File: config.mk
export PLATFORM = sky130hd
export DESIGN_NAME = nearest_unused_palette_match
export DESIGN_NICKNAME = d
export VERILOG_FILES = /design/src/nupm_pkg.sv /design/src/nearest_unused_palette_match.sv /design/src/nupm_dist.sv
export SDC_FILE = /design/constraint.sdc
export NUM_CORES = 2
export LEC_CHECK = 0
export ABC_AREA = 1
export BUFFER_PORTS_ARGS = -buffer_cell sky130_fd_sc_hd__buf_4
export CORE_MARGIN = 3
export CORE_UTILIZATION = 44
export CTS_BUF_LIST = sky130_fd_sc_hd__clkbuf_8
export DETAILED_ROUTE_END_ITERATION = 8
export MAX_ROUTING_LAYER = met4
export PLACE_DENSITY = 0.57
export SYNTH_ARGS = -nofsm -noshare
export SYNTH_HDL_FRONTEND = slang
export SYNTH_SLANG_ARGS = --single-unit
File: constraint.sdc
create_clock -name clk_i -period 11.4 [get_ports clk_i]
set_clock_uncertainty 0.1 [all_clocks]
set_input_delay 0.57 -clock clk_i [delete_from_list [all_inputs] [get_ports clk_i]]
set_output_delay 0.57 -clock clk_i [all_outputs]
set_load 0.02 [all_outputs]
File: src/nupm_pkg.sv
// ----------------------------------------------------------------------------
// nupm_pkg: shared types and constants for the nearest unused palette match
// Request codes carried in tuser, field widths and the distance width.
// ----------------------------------------------------------------------------
`default_nettype none

package nupm_pkg;

  // Request kinds carried in the slave-side tuser
  localparam logic [1:0] REQ_LOAD  = 2'd0;
  localparam logic [1:0] REQ_MATCH = 2'd1;
  localparam logic [1:0] REQ_CLEAR = 2'd2;

  localparam int unsigned COLOR_W   = 24;
  localparam int unsigned CHAN_W    = 8;
  localparam int unsigned SLOT_W    = 6;
  localparam int unsigned CFG_W     = 7;
  localparam int unsigned IN_DATA_W = 56;
  localparam int unsigned OUT_DATA_W = 32;

  // Sum of three 8-bit squares fits in 18 bits
  localparam int unsigned DIST_W = 18;

  typedef logic [COLOR_W-1:0] color_t;
  typedef logic [DIST_W-1:0]  dist_t;

endpackage

`default_nettype wire

File: src/nearest_unused_palette_match.sv
// ----------------------------------------------------------------------------
// nearest_unused_palette_match: nearest unused palette color lookup
// Palette memory with one used mark per entry; each match picks the closest
// unused entry by squared RGB distance, marks it and returns it.
// ----------------------------------------------------------------------------
// Usage:
//   Slave channel: tuser = request kind (load, match, clear); tdata carries
//   the slot and color of a load and the pixel of a match. Master channel:
//   one transaction per match with the chosen color and slot in tdata and
//   the wrap flag in tuser. Loads, clears and unknown kinds give nothing.
//   cfg_wr_en_i writes the number of active slots (0 acts as 1, values
//   above PALETTE_DEPTH act as PALETTE_DEPTH); write it only while idle.
//   A load or clear completes as it is accepted in the idle state. A match
//   scans the active slots with one palette memory read per cycle (single
//   read port), then passes the read, distance and compare registers and
//   commits in the finish state into the result register.
//   Throughput: one item at a time; the next item is accepted once the
//   previous one is committed, even if its result has not been taken yet.
//   Receiver stall: a finished match waits in the commit state until the
//   output register is free; the output holds until tready.
//   Reset: all used marks clear, active slots = 64, palette contents stay
//   undefined until loaded.
// ----------------------------------------------------------------------------
`default_nettype none

module nearest_unused_palette_match
  import nupm_pkg::*;
#(
  parameter int unsigned PALETTE_DEPTH = 64
) (
  input  wire logic                  clk_i,
  input  wire logic                  rst_ni,
  // Configuration: active slot count
  input  wire logic                  cfg_wr_en_i,
  input  wire logic [CFG_W-1:0]      cfg_wr_data_i,
  // Request stream
  input  wire logic                  s_axis_tvalid,
  output logic                       s_axis_tready,
  // [5:0] entry_index, [29:6] entry_color, [37:30] pixel_red,
  // [45:38] pixel_green, [53:46] pixel_blue, [55:54] zero
  input  wire logic [IN_DATA_W-1:0]  s_axis_tdata,
  // [1:0] req_type
  input  wire logic [1:0]            s_axis_tuser,
  // Result stream
  output logic                       m_axis_tvalid,
  input  wire logic                  m_axis_tready,
  // [23:0] match_color, [29:24] match_index, [31:30] zero
  output logic [OUT_DATA_W-1:0]      m_axis_tdata,
  // [0] marks_wrapped
  output logic                       m_axis_tuser
);

  localparam int unsigned IDX_W = (PALETTE_DEPTH > 1) ? $clog2(PALETTE_DEPTH) : 1;

  typedef enum logic [3:0] {
    ST_IDLE   = 4'b0001,
    ST_SCAN   = 4'b0010,
    ST_DRAIN  = 4'b0100,
    ST_FINISH = 4'b1000
  } state_e;

  // Input field split
  logic [SLOT_W-1:0] in_slot;
  color_t            in_color;
  logic [CHAN_W-1:0] in_red, in_green, in_blue;

  assign in_slot  = s_axis_tdata[5:0];
  assign in_color = s_axis_tdata[29:6];
  assign in_red   = s_axis_tdata[37:30];
  assign in_green = s_axis_tdata[45:38];
  assign in_blue  = s_axis_tdata[53:46];

  state_e state_q, state_d;

  logic [CFG_W-1:0]         cfg_entries_q;
  logic [PALETTE_DEPTH-1:0] used_q, used_d;

  logic [CHAN_W-1:0] pix_red_q, pix_green_q, pix_blue_q;
  logic [IDX_W-1:0]  last_idx_q, last_idx;
  logic [IDX_W-1:0]  rd_idx_q, rd_idx_d;

  // Read stage (aligned with memory read data)
  logic              s1_valid_q, s1_valid_d;
  logic              s1_last_q, s1_used_q;
  logic [IDX_W-1:0]  s1_idx_q;
  color_t            rd_data_q;

  // Distance stage
  logic              s2_valid_q, s2_last_q, s2_used_q;
  logic [IDX_W-1:0]  s2_idx_q;
  color_t            s2_color_q;
  dist_t             s2_dist_q;
  dist_t             entry_dist;

  // Running best among unused entries and among all entries
  logic              found_free_q, found_all_q;
  dist_t             free_dist_q, all_dist_q;
  logic [IDX_W-1:0]  free_idx_q, all_idx_q;
  color_t            free_color_q, all_color_q;
  logic              take_free, take_all;

  // Output register
  logic              out_valid_q;
  color_t            out_color_q;
  logic [SLOT_W-1:0] out_idx_q;
  logic              out_wrap_q;

  logic              in_fire, out_free, commit, wrapped;
  logic              load_we;
  logic [IDX_W-1:0]  load_idx, pick_idx;
  color_t            pick_color;

  // Palette memory
  color_t mem [PALETTE_DEPTH];

  assign s_axis_tready = (state_q == ST_IDLE);
  assign in_fire       = s_axis_tvalid && s_axis_tready;
  assign out_free      = !out_valid_q || m_axis_tready;

  // Clamp the active slot count to a last scan index
  always_comb begin
    if (cfg_entries_q == '0) begin
      last_idx = '0;
    end else if (int'(cfg_entries_q) > int'(PALETTE_DEPTH)) begin
      last_idx = IDX_W'(PALETTE_DEPTH - 1);
    end else begin
      last_idx = IDX_W'(cfg_entries_q - CFG_W'(1));
    end
  end

  // Palette load and scan read
  assign load_idx = IDX_W'(in_slot);
  assign load_we  = in_fire && (s_axis_tuser == REQ_LOAD) &&
                    (int'(in_slot) < int'(PALETTE_DEPTH));

  always_ff @(posedge clk_i) begin
    if (load_we) begin
      mem[load_idx] <= in_color;
    end
    rd_data_q <= mem[rd_idx_q];
  end

  // Distance of the entry just read
  nupm_dist u_dist (
    .color_i (rd_data_q),
    .red_i   (pix_red_q),
    .green_i (pix_green_q),
    .blue_i  (pix_blue_q),
    .dist_o  (entry_dist)
  );

  // Best candidate updates; first smaller distance wins so ties keep the lowest slot
  assign take_free = s2_valid_q && !s2_used_q && (!found_free_q || (s2_dist_q < free_dist_q));
  assign take_all  = s2_valid_q && (!found_all_q || (s2_dist_q < all_dist_q));

  // Commit choice: with no unused entry, all marks drop and the overall best wins
  assign wrapped    = !found_free_q;
  assign pick_idx   = wrapped ? all_idx_q : free_idx_q;
  assign pick_color = wrapped ? all_color_q : free_color_q;
  assign commit     = (state_q == ST_FINISH) && out_free;

  // Sequencer
  always_comb begin
    state_d    = state_q;
    rd_idx_d   = rd_idx_q;
    s1_valid_d = 1'b0;
    case (state_q)
      ST_IDLE: begin
        rd_idx_d = '0;
        if (in_fire && (s_axis_tuser == REQ_MATCH)) begin
          state_d = ST_SCAN;
        end
      end
      ST_SCAN: begin
        s1_valid_d = 1'b1;
        if (rd_idx_q == last_idx_q) begin
          state_d = ST_DRAIN;
        end else begin
          rd_idx_d = rd_idx_q + IDX_W'(1);
        end
      end
      ST_DRAIN: begin
        if (s2_valid_q && s2_last_q) begin
          state_d = ST_FINISH;
        end
      end
      ST_FINISH: begin
        if (out_free) begin
          state_d = ST_IDLE;
        end
      end
      default: begin
        state_d = ST_IDLE;
      end
    endcase
  end

  // Used marks: clear request, wrap and commit
  always_comb begin
    used_d = used_q;
    if (in_fire && (s_axis_tuser == REQ_CLEAR)) begin
      used_d = '0;
    end
    if (commit) begin
      if (wrapped) begin
        used_d = '0;
      end
      used_d[pick_idx] = 1'b1;
    end
  end

  // Control registers
  always_ff @(posedge clk_i or negedge rst_ni) begin
    if (!rst_ni) begin
      state_q       <= ST_IDLE;
      cfg_entries_q <= CFG_W'(64);
      used_q        <= '0;
      rd_idx_q      <= '0;
      s1_valid_q    <= 1'b0;
      s2_valid_q    <= 1'b0;
      found_free_q  <= 1'b0;
      found_all_q   <= 1'b0;
      out_valid_q   <= 1'b0;
    end else begin
      state_q    <= state_d;
      used_q     <= used_d;
      rd_idx_q   <= rd_idx_d;
      s1_valid_q <= s1_valid_d;
      s2_valid_q <= s1_valid_q;
      if (cfg_wr_en_i) begin
        cfg_entries_q <= cfg_wr_data_i;
      end
      // Restart the search on each accepted request
      if (in_fire) begin
        found_free_q <= 1'b0;
        found_all_q  <= 1'b0;
      end else begin
        if (take_free) begin
          found_free_q <= 1'b1;
        end
        if (take_all) begin
          found_all_q <= 1'b1;
        end
      end
      if (commit) begin
        out_valid_q <= 1'b1;
      end else if (m_axis_tready) begin
        out_valid_q <= 1'b0;
      end
    end
  end

  // Datapath registers
  always_ff @(posedge clk_i) begin
    if (in_fire) begin
      pix_red_q   <= in_red;
      pix_green_q <= in_green;
      pix_blue_q  <= in_blue;
      last_idx_q  <= last_idx;
    end
    s1_idx_q   <= rd_idx_q;
    s1_used_q  <= used_q[rd_idx_q];
    s1_last_q  <= (rd_idx_q == last_idx_q);
    s2_idx_q   <= s1_idx_q;
    s2_used_q  <= s1_used_q;
    s2_last_q  <= s1_last_q;
    s2_color_q <= rd_data_q;
    s2_dist_q  <= entry_dist;
    if (take_free) begin
      free_dist_q  <= s2_dist_q;
      free_idx_q   <= s2_idx_q;
      free_color_q <= s2_color_q;
    end
    if (take_all) begin
      all_dist_q  <= s2_dist_q;
      all_idx_q   <= s2_idx_q;
      all_color_q <= s2_color_q;
    end
    if (commit) begin
      out_color_q <= pick_color;
      out_idx_q   <= SLOT_W'(pick_idx);
      out_wrap_q  <= wrapped;
    end
  end

  assign m_axis_tvalid = out_valid_q;
  assign m_axis_tdata  = {2'b00, out_idx_q, out_color_q};
  assign m_axis_tuser  = out_wrap_q;

endmodule

`default_nettype wire

File: src/nupm_dist.sv
// ----------------------------------------------------------------------------
// nupm_dist: squared RGB distance
// Sum of the squared per-channel differences between a palette color
// (0xRRGGBB) and an 8-bit pixel.
// ----------------------------------------------------------------------------
`default_nettype none

module nupm_dist
  import nupm_pkg::*;
(
  input  wire color_t              color_i,
  input  wire logic [CHAN_W-1:0]   red_i,
  input  wire logic [CHAN_W-1:0]   green_i,
  input  wire logic [CHAN_W-1:0]   blue_i,
  output dist_t                    dist_o
);

  logic [CHAN_W-1:0]   cr, cg, cb;
  logic [CHAN_W-1:0]   dr, dg, db;
  logic [2*CHAN_W-1:0] sr, sg, sb;

  // Split the color into channels
  assign cr = color_i[23:16];
  assign cg = color_i[15:8];
  assign cb = color_i[7:0];

  // Absolute differences
  assign dr = (cr >= red_i)   ? (cr - red_i)   : (red_i - cr);
  assign dg = (cg >= green_i) ? (cg - green_i) : (green_i - cg);
  assign db = (cb >= blue_i)  ? (cb - blue_i)  : (blue_i - cb);

  // Squares and sum
  assign sr = (2*CHAN_W)'(dr) * (2*CHAN_W)'(dr);
  assign sg = (2*CHAN_W)'(dg) * (2*CHAN_W)'(dg);
  assign sb = (2*CHAN_W)'(db) * (2*CHAN_W)'(db);

  assign dist_o = DIST_W'(sr) + DIST_W'(sg) + DIST_W'(sb);

endmodule

`default_nettype wire

# Word-level counts from Yosys, hierarchy flattened
# Memory sizes are Yosys's and may differ from the RTL's. A register that Yosys moved wholly into a read port is not among the register bits.
# Index checks and enable logic that the tools add are counted.
[totals]
mem_bits_ro = 0
latch_bits = 0
reg_bits = 301
n_memories = 1
out_inout_bits = 35
ramBits = 1536
[classes]
mux = 30
n_shift = 0
div_mod_pow = 0
reduce_logical = 25
mul = 3
bitwise_logic = 1
order_cmp = 9
addsub = 10
eq_ne = 12
[mem_list]
columns = ["name", "depth", "width", "rd", "rd_clocked_by_memory_dff", "wr", "line", "source"]
rows = [
  ["mem", 64, 24, 1, 1, 1, "nearest_unused_palette_match.sv:114", "color_t mem [PALETTE_DEPTH];"],
]
[op_table]
columns = ["op", "n"]
rows = [
  ["2-to-1 mux 64 bit", 4],
  ["bitwise OR 64 bit", 1],
  ["multiplier 8 x 8 -> 16 bit", 3],
  ["subtractor 8 bit", 6],
  ["< comparator 18 bit", 2],
  ["greater-or-equal comparator 8 bit", 3],
  ["2-to-1 mux 24 bit", 1],
  ["2-to-1 mux 8 bit", 3],
  ["adder 18 x 16 -> 18 bit", 1],
  ["2-to-1 mux 6 bit", 3],
  ["adder 16 x 16 -> 17 bit", 1],
  ["2-to-1 mux 4 bit", 4],
  ["one-hot mux 4 bit (4 select lines)", 1],
  ["< comparator 6 x 7 -> 1 bit (second input constant)", 2],
  ["one-hot mux 6 bit (2 select lines)", 1],
  ["2-to-1 mux 1 bit", 11],
  ["logical AND 1 bit", 10],
  ["inequality test 2 bit (second input constant)", 4],
  ["nonzero test 2 bit", 4],
  ["greater-than comparator 7 bit (second input constant)", 1],
  ["logical NOT 7 bit", 1],
  ["adder 6 x 1 -> 6 bit (second input constant)", 1],
  ["binary-select mux 1 bit (select 6 bit)", 1],
  ["demux 1 bit (select 6 bit)", 1],
  ["other kinds (15)", 20],
]

# Logic depth before layout (Yosys ltp)
[logic_depth]
depth_word = 8
depth_mapped = 46

# Hierarchy
# From an unflattened synthesis, not the netlist that was laid out.
[unflattened]
cells_unflattened = 7898
area_unflattened_um2 = 84232.0
[modules_own_cells]
columns = ["module", "seq_area_each_um2", "n_inst", "area_each_um2", "cells_each"]
rows = [
  ["nearest_unused_palette_match", 54634.9, 1, 76180.6, 6835],
  ["nupm_dist", 0.0, 1, 8051.5, 1063],
]

# Least setup slack after synthesis
# OpenSTA, ideal clock, no wires.
[synth_timing]
kind = "flip-flop to flip-flop"
from = "register pix_red_q[1]"
to = "register s2_dist_q[14]"
path_buffers = 0
required_time_ps = 11173
arrival_time_ps = 8783
slack_ps = 2390
synth_period_minus_slack_ps = 9010
path_stages_with_launch = 40
path_cell_list = "edfxtp_1 > inv_1 > fa_1 > inv_1 > nor2_1 > nor2_1 > nand2_1 > nand2_1 > nand2_2 > inv_1 > nand2_1 > nand2_1 > nor2_1 > fa_1 > inv_1 > fa_1 > fa_1 > inv_1 > [... 4 more ...] > inv_1 > ha_1 > a21oi_1 > nand2_1 > xor2_1 > fa_1 > fa_1 > inv_1 > fa_1 > inv_1 > fa_1 > inv_1 > ha_1 > a21oi_1 > o21ai_0 > a21oi_1 > o21ai_0 > xor2_1"
[synth_via]
elab_chain_len = 5
[synth_lines]
columns = ["element", "line", "source"]
rows = [
  ["start, declared", "nearest_unused_palette_match.sv:78", "logic [CHAN_W-1:0] pix_red_q, pix_green_q, pix_blue_q;"],
  ["start signal, assigned", "nearest_unused_palette_match.sv:256", "pix_red_q <= in_red;"],
  ["subtractor 8 bit / greater-or-equal comparator 8 bit (equally long branches)", "nupm_dist.sv:28", "assign dr = (cr >= red_i) ? (cr - red_i) : (red_i - cr);"],
  ["2-to-1 mux 8 bit *", "nupm_dist.sv:28", ""],
  ["multiplier 8 x 8 -> 16 bit *", "nupm_dist.sv:33", "assign sr = (2*CHAN_W)'(dr) * (2*CHAN_W)'(dr);"],
  ["adder 16 x 16 -> 17 bit *", "nupm_dist.sv:37", "assign dist_o = DIST_W'(sr) + DIST_W'(sg) + DIST_W'(sb);"],
  ["adder 18 x 16 -> 18 bit *", "nupm_dist.sv:37", ""],
  ["via entry_dist[14]", "nearest_unused_palette_match.sv:93", "dist_t entry_dist;"],
  ["end signal, assigned", "nearest_unused_palette_match.sv:268", "s2_dist_q <= entry_dist;"],
  ["end, declared", "nearest_unused_palette_match.sv:92", "dist_t s2_dist_q;"],
]
# The timed path passes the listed nets; every way through them passes the cells marked *.
# A chain may end at the register's enable or synchronous reset.

# Final worst setup path
[layout_timing]
from = "register pix_red_q[0]"
to = "register s2_dist_q[16]"
# The elaborated chain is that of the path after synthesis.

==> results.md <==
GRT:
- The remaining global-route overflow is 0.
- The first global-routing pass estimated 334.6 mm of wire.
- The via count of the first global-routing pass came to 52519.
- The largest net degree at the start of global routing is around 180.
- The number of antenna violations at the first check in global routing came to 17.
- The overall global routing resource usage is between 20% and 30%.

Clock network:
- Buffers inserted during clock tree synthesis total between 300 and 400.
- TritonCTS built the clock tree.
- The quantity of gates resized following cts is 0.
- The clock latency at the later pin of the worst-skew pair is between 1 and 1.5 ns.
- In this run the deepest clock path goes through 4 buffers.
- The cell sitting at the root of the clock tree is a clkbuf_8.
- The clock sink count is 1861.
- In this run the post-CTS setup repair buffer count came out at 0.
- The clock-pin slew on the worst setup and hold paths is ~0.060 ns.
- The clock tree synthesis step divided the H-tree into 5 levels.

Yosys:
- Synthesis handed over a netlist of about 7200 instances.
- The dominant synthesized flop cell is edfxtp_1.
- The number of enable-type register cells in the synthesized netlist is between 1500 and 2000.
- Yosys printed 0 warnings.
- The number of distinct library cells after synthesis is 42.
- The share of Yosys cell area claimed by the top area cell type is 62.22%.
- Dividing the synthesized area by the synthesized cell count gives ~11 um^2.
- Summing the sequential cell areas from Yosys gives 66.87% of the chip area.
- The cell taking the most area after synthesis is edfxtp_1.
- By area the synthesized netlist is led by edfxtp_1 62%, nor2_1 6.2%, nand2_1 4.7%.
- For this run, asynchronously set or reset flops after synthesis account for 4.621%.
- In this run, synthesis produced a sequential element count of between 1500 and 2000.
- The cell area that synthesis handed to floorplanning was roughly 80000 um^2.

Layout:
- The most frequent standard cell in the layout excluding fill and tap cells is edfxtp_1.
- The footprint of the flip-flops and latches is about 55000 um^2.
- In the layout the commonest cells are 1693 x edfxtp_1, 1282 x nor2_1, 1030 x nand2_1.
- The number of filler instances in the final layout is approximately 17000.
- The count of nets after finishing is 7779.
- The multi-input combinational cells in the finished layout cover a total of 23650 um^2.
- The area growth from synthesis to layout is 11.44%.
- The fraction of layout instances using a drive strength above 1 is between 9 and 10%.

Run:
- The tool flagged a number of max-cap violations equal to 0.

Worst setup path:
- The worst setup path is of the register to register kind.
- The required time reported for the critical path endpoint is approximately 12 ns.
- The worst setup path is launched from a register.
- In this run the register-to-register setup slack is roughly 1.7 ns.
- STA classifies the critical path endpoint as a register.
- The cell with the largest stage delay on the worst path is fa_1.
- For the worst setup path, the data arrival time is 10.47 ns.
- The cell occurring most often along the worst timing path is fa_1.
- The largest driver fanout on the critical path is 9.
- The largest single stage delay on the critical path is around 0.54 ns.

Route:
- After detailed routing, the number of vias per cell comes to about 5.3.
- For this run, design rule violations remaining after detail routing come to 0.
- After detailed routing, the average wire length per cell comes to 22.25 um.
- The final route contains 54005 vias.
- The detailed router finished its first iteration with approximately 5300 violations.
- The count of nets left with antenna violations after detail routing is 0.
- The number of detailed-route iterations in the first pass is 6.
- The routed design has 224.9 mm of wire.

Floorplan:
- The core region is approximately 180000 um^2.
- The number of placed I/O pins is approximately 110.
- The die is around 440 um wide.
- The die extent in y is about 440 um.
- The total die area is 190900 um^2.
- For this configuration, the core starts out at a cell density of ~44%.
- In this run the core area contains approximately 160 standard-cell rows.

Timing:
- Setup violations remaining at the end of the flow were counted as 0.
- The maximum frequency from static timing analysis is around 100 MHz.
- Setup repair after global routing left no endpoint under its margin.
- The total negative setup slack is 0 ns.
- The count of final max-slew check failures is 0.
- The final count of hold timing violations came to 0.
- The transition time at the pin with the least slew margin is about 1.2 ns.
- The ratio of final minimum period to clock period is between 80% and 90%.
- The time the worst path needs with I/O delays and setup is 9.714 ns.
- Headroom to the max-slew limit came out at between 15 and 20%.

Place:
- The congestion estimate from routability-driven global placement came to 0.8362.
- In this run the tool buffered the top-level ports with 100 buffer cells.
- Summed over all nets, the half-perimeter wirelength after detailed placement is between 100 and 150 mm.

Run status:
- The run finished with clean final reports.

Min path:
- The type of the most critical hold path is input port to register.
-- registers in the layout (all words and copies together), names as in the netlist, 7 cells and up --
name           cells
s2_dist_q         18
pix_green_q        8
all_dist_q        18
rd_data_q         24
free_color_q      24
used_q            64
cfg_entries_q      7
all_color_q       24
pix_red_q          8
pix_blue_q         8
s2_color_q        24
out_color_q       24
free_dist_q       18
mem             1536
-- worst max-delay path, delay by kind of cell, from the launching register on --
family	cells	cell delay (ns)
simple gates	13	1.40
compound gates	4	0.69
xor+xnor	1	0.17
flops	1	0.36
fa+ha+maj	14	6.24
buf+inv	10	0.66
-- per-stage QoR --
| stage | area [um^2] | hold slack, ns | std cells | util, % | setup WS (ns) |
|---|---|---|---|---|---|
| 6_report | 91050 | 0.06936 | 10109 | 49.52 | 1.686 |
| 5_1_grt | 91040 | 0.02480 | 10105 | 49.52 | 1.051 |
| 4_1_cts | 91020 | 0.006532 | 10095 | 49.50 | 1.649 |
| 3_5_place_dp | 84840 | 0.2121 | 9492 | 46.14 | 1.660 |
| 3_3_place_gp | 84840 | 0.2102 | 9492 | 46.14 | 1.649 |
| 2_1_floorplan | 81710 | 0.1744 | 7185 | - | 2.390 |
-- timing repair --
item | CTS | global route
setup endpoints to repair | 0 | 0
hold buffers | 55 | 0
endpoints found under the hold margin | 133 | 0
-- metal layers --
| layer | global-route usage [%] | wire, um | vias to the layer above |
|---|---|---|---|
| li1 | - | - | 25249 |
| met5 | - | 0 | - |
| met4 | 8.349 | 7489 | 0 |
| met2 | 38.12 | 107600 | 1658 |
| met3 | 3.460 | 13320 | 410 |
| met1 | 31.52 | 96510 | 26688 |
-- synth_stat cells, types with 2 or more instances --
cell type and n:
nand3_2 2, nand2_2 5, or2_2 20, buf_6 34, a31oi_1 3, nor3_1 9, buf_1 48, buf_2 87
o21bai_1 9, edfxtp_1 1693, o21ai_0 571, o21a_1 6, fa_1 122, dfxtp_1 82, xor2_1 33, inv_2 8
nand4_1 19, nand3_1 518, o21ai_2 2, nand2_1 1031, buf_8 3, inv_1 452, or2_1 14, clkinv_1 3
xnor2_1 23, ha_1 176, dfstp_2 2, nor2_1 1347, dfrtp_1 84, a21o_1 4, a21oi_1 163, o211ai_1 174
o21ai_1 232, buf_4 25, clkbuf_1 173
-- cells by family (layout without fill, tap and decap cells) --
family,after synthesis,after routing,synth area share [%]
AND/OR/NAND/NOR,2966,2966,14.63
AO/OA/AOI/OAI,1167,1167,7.764
flip-flops,1861,1861,66.87
adder cells (fa/ha/maj),298,298,5.684
XOR/XNOR,56,56,0.6003
multiplexers,1,1,0.01378
other,1,16,0.004590
buffers and inverters,834,1280,4.435
-- area by class of cell --
type,instances,share of cell area [%]
Inverter,463,1.932
Tap cell,2464,3.386
Multi-Input combinational cell,4490,25.98
Clock inverter,204,0.9853
Timing Repair Buffer,269,2.465
Antenna cell,14,0.03848
Sequential cell,1861,60.02
Clock buffer,344,5.200
-- path summary, 6_finish.rpt --
check                                       startpoint                      end  cells past startpoint
max in group asynchronous                       rst_ni  rd_idx_q[0]$_DFFE_PN0P_                      4
worst min-delay path                  s_axis_tdata[15]     mem[11][9]$_DFFE_PP_                      1
worst min register to register       s1_last_q$_DFF_P_        s2_last_q$_DFF_P_                      0
worst max-delay path            pix_red_q[0]$_DFFE_PP_    s2_dist_q[16]$_DFF_P_                     42
min in group asynchronous                       rst_ni   state_q[0]$_DFFE_PN1P_                      3
worst max register to register  pix_red_q[0]$_DFFE_PP_    s2_dist_q[16]$_DFF_P_                     42
Power is left out: the tool's default activity adds up to more than one toggle a clock period on the data nets, which glitch-free logic cannot reach.
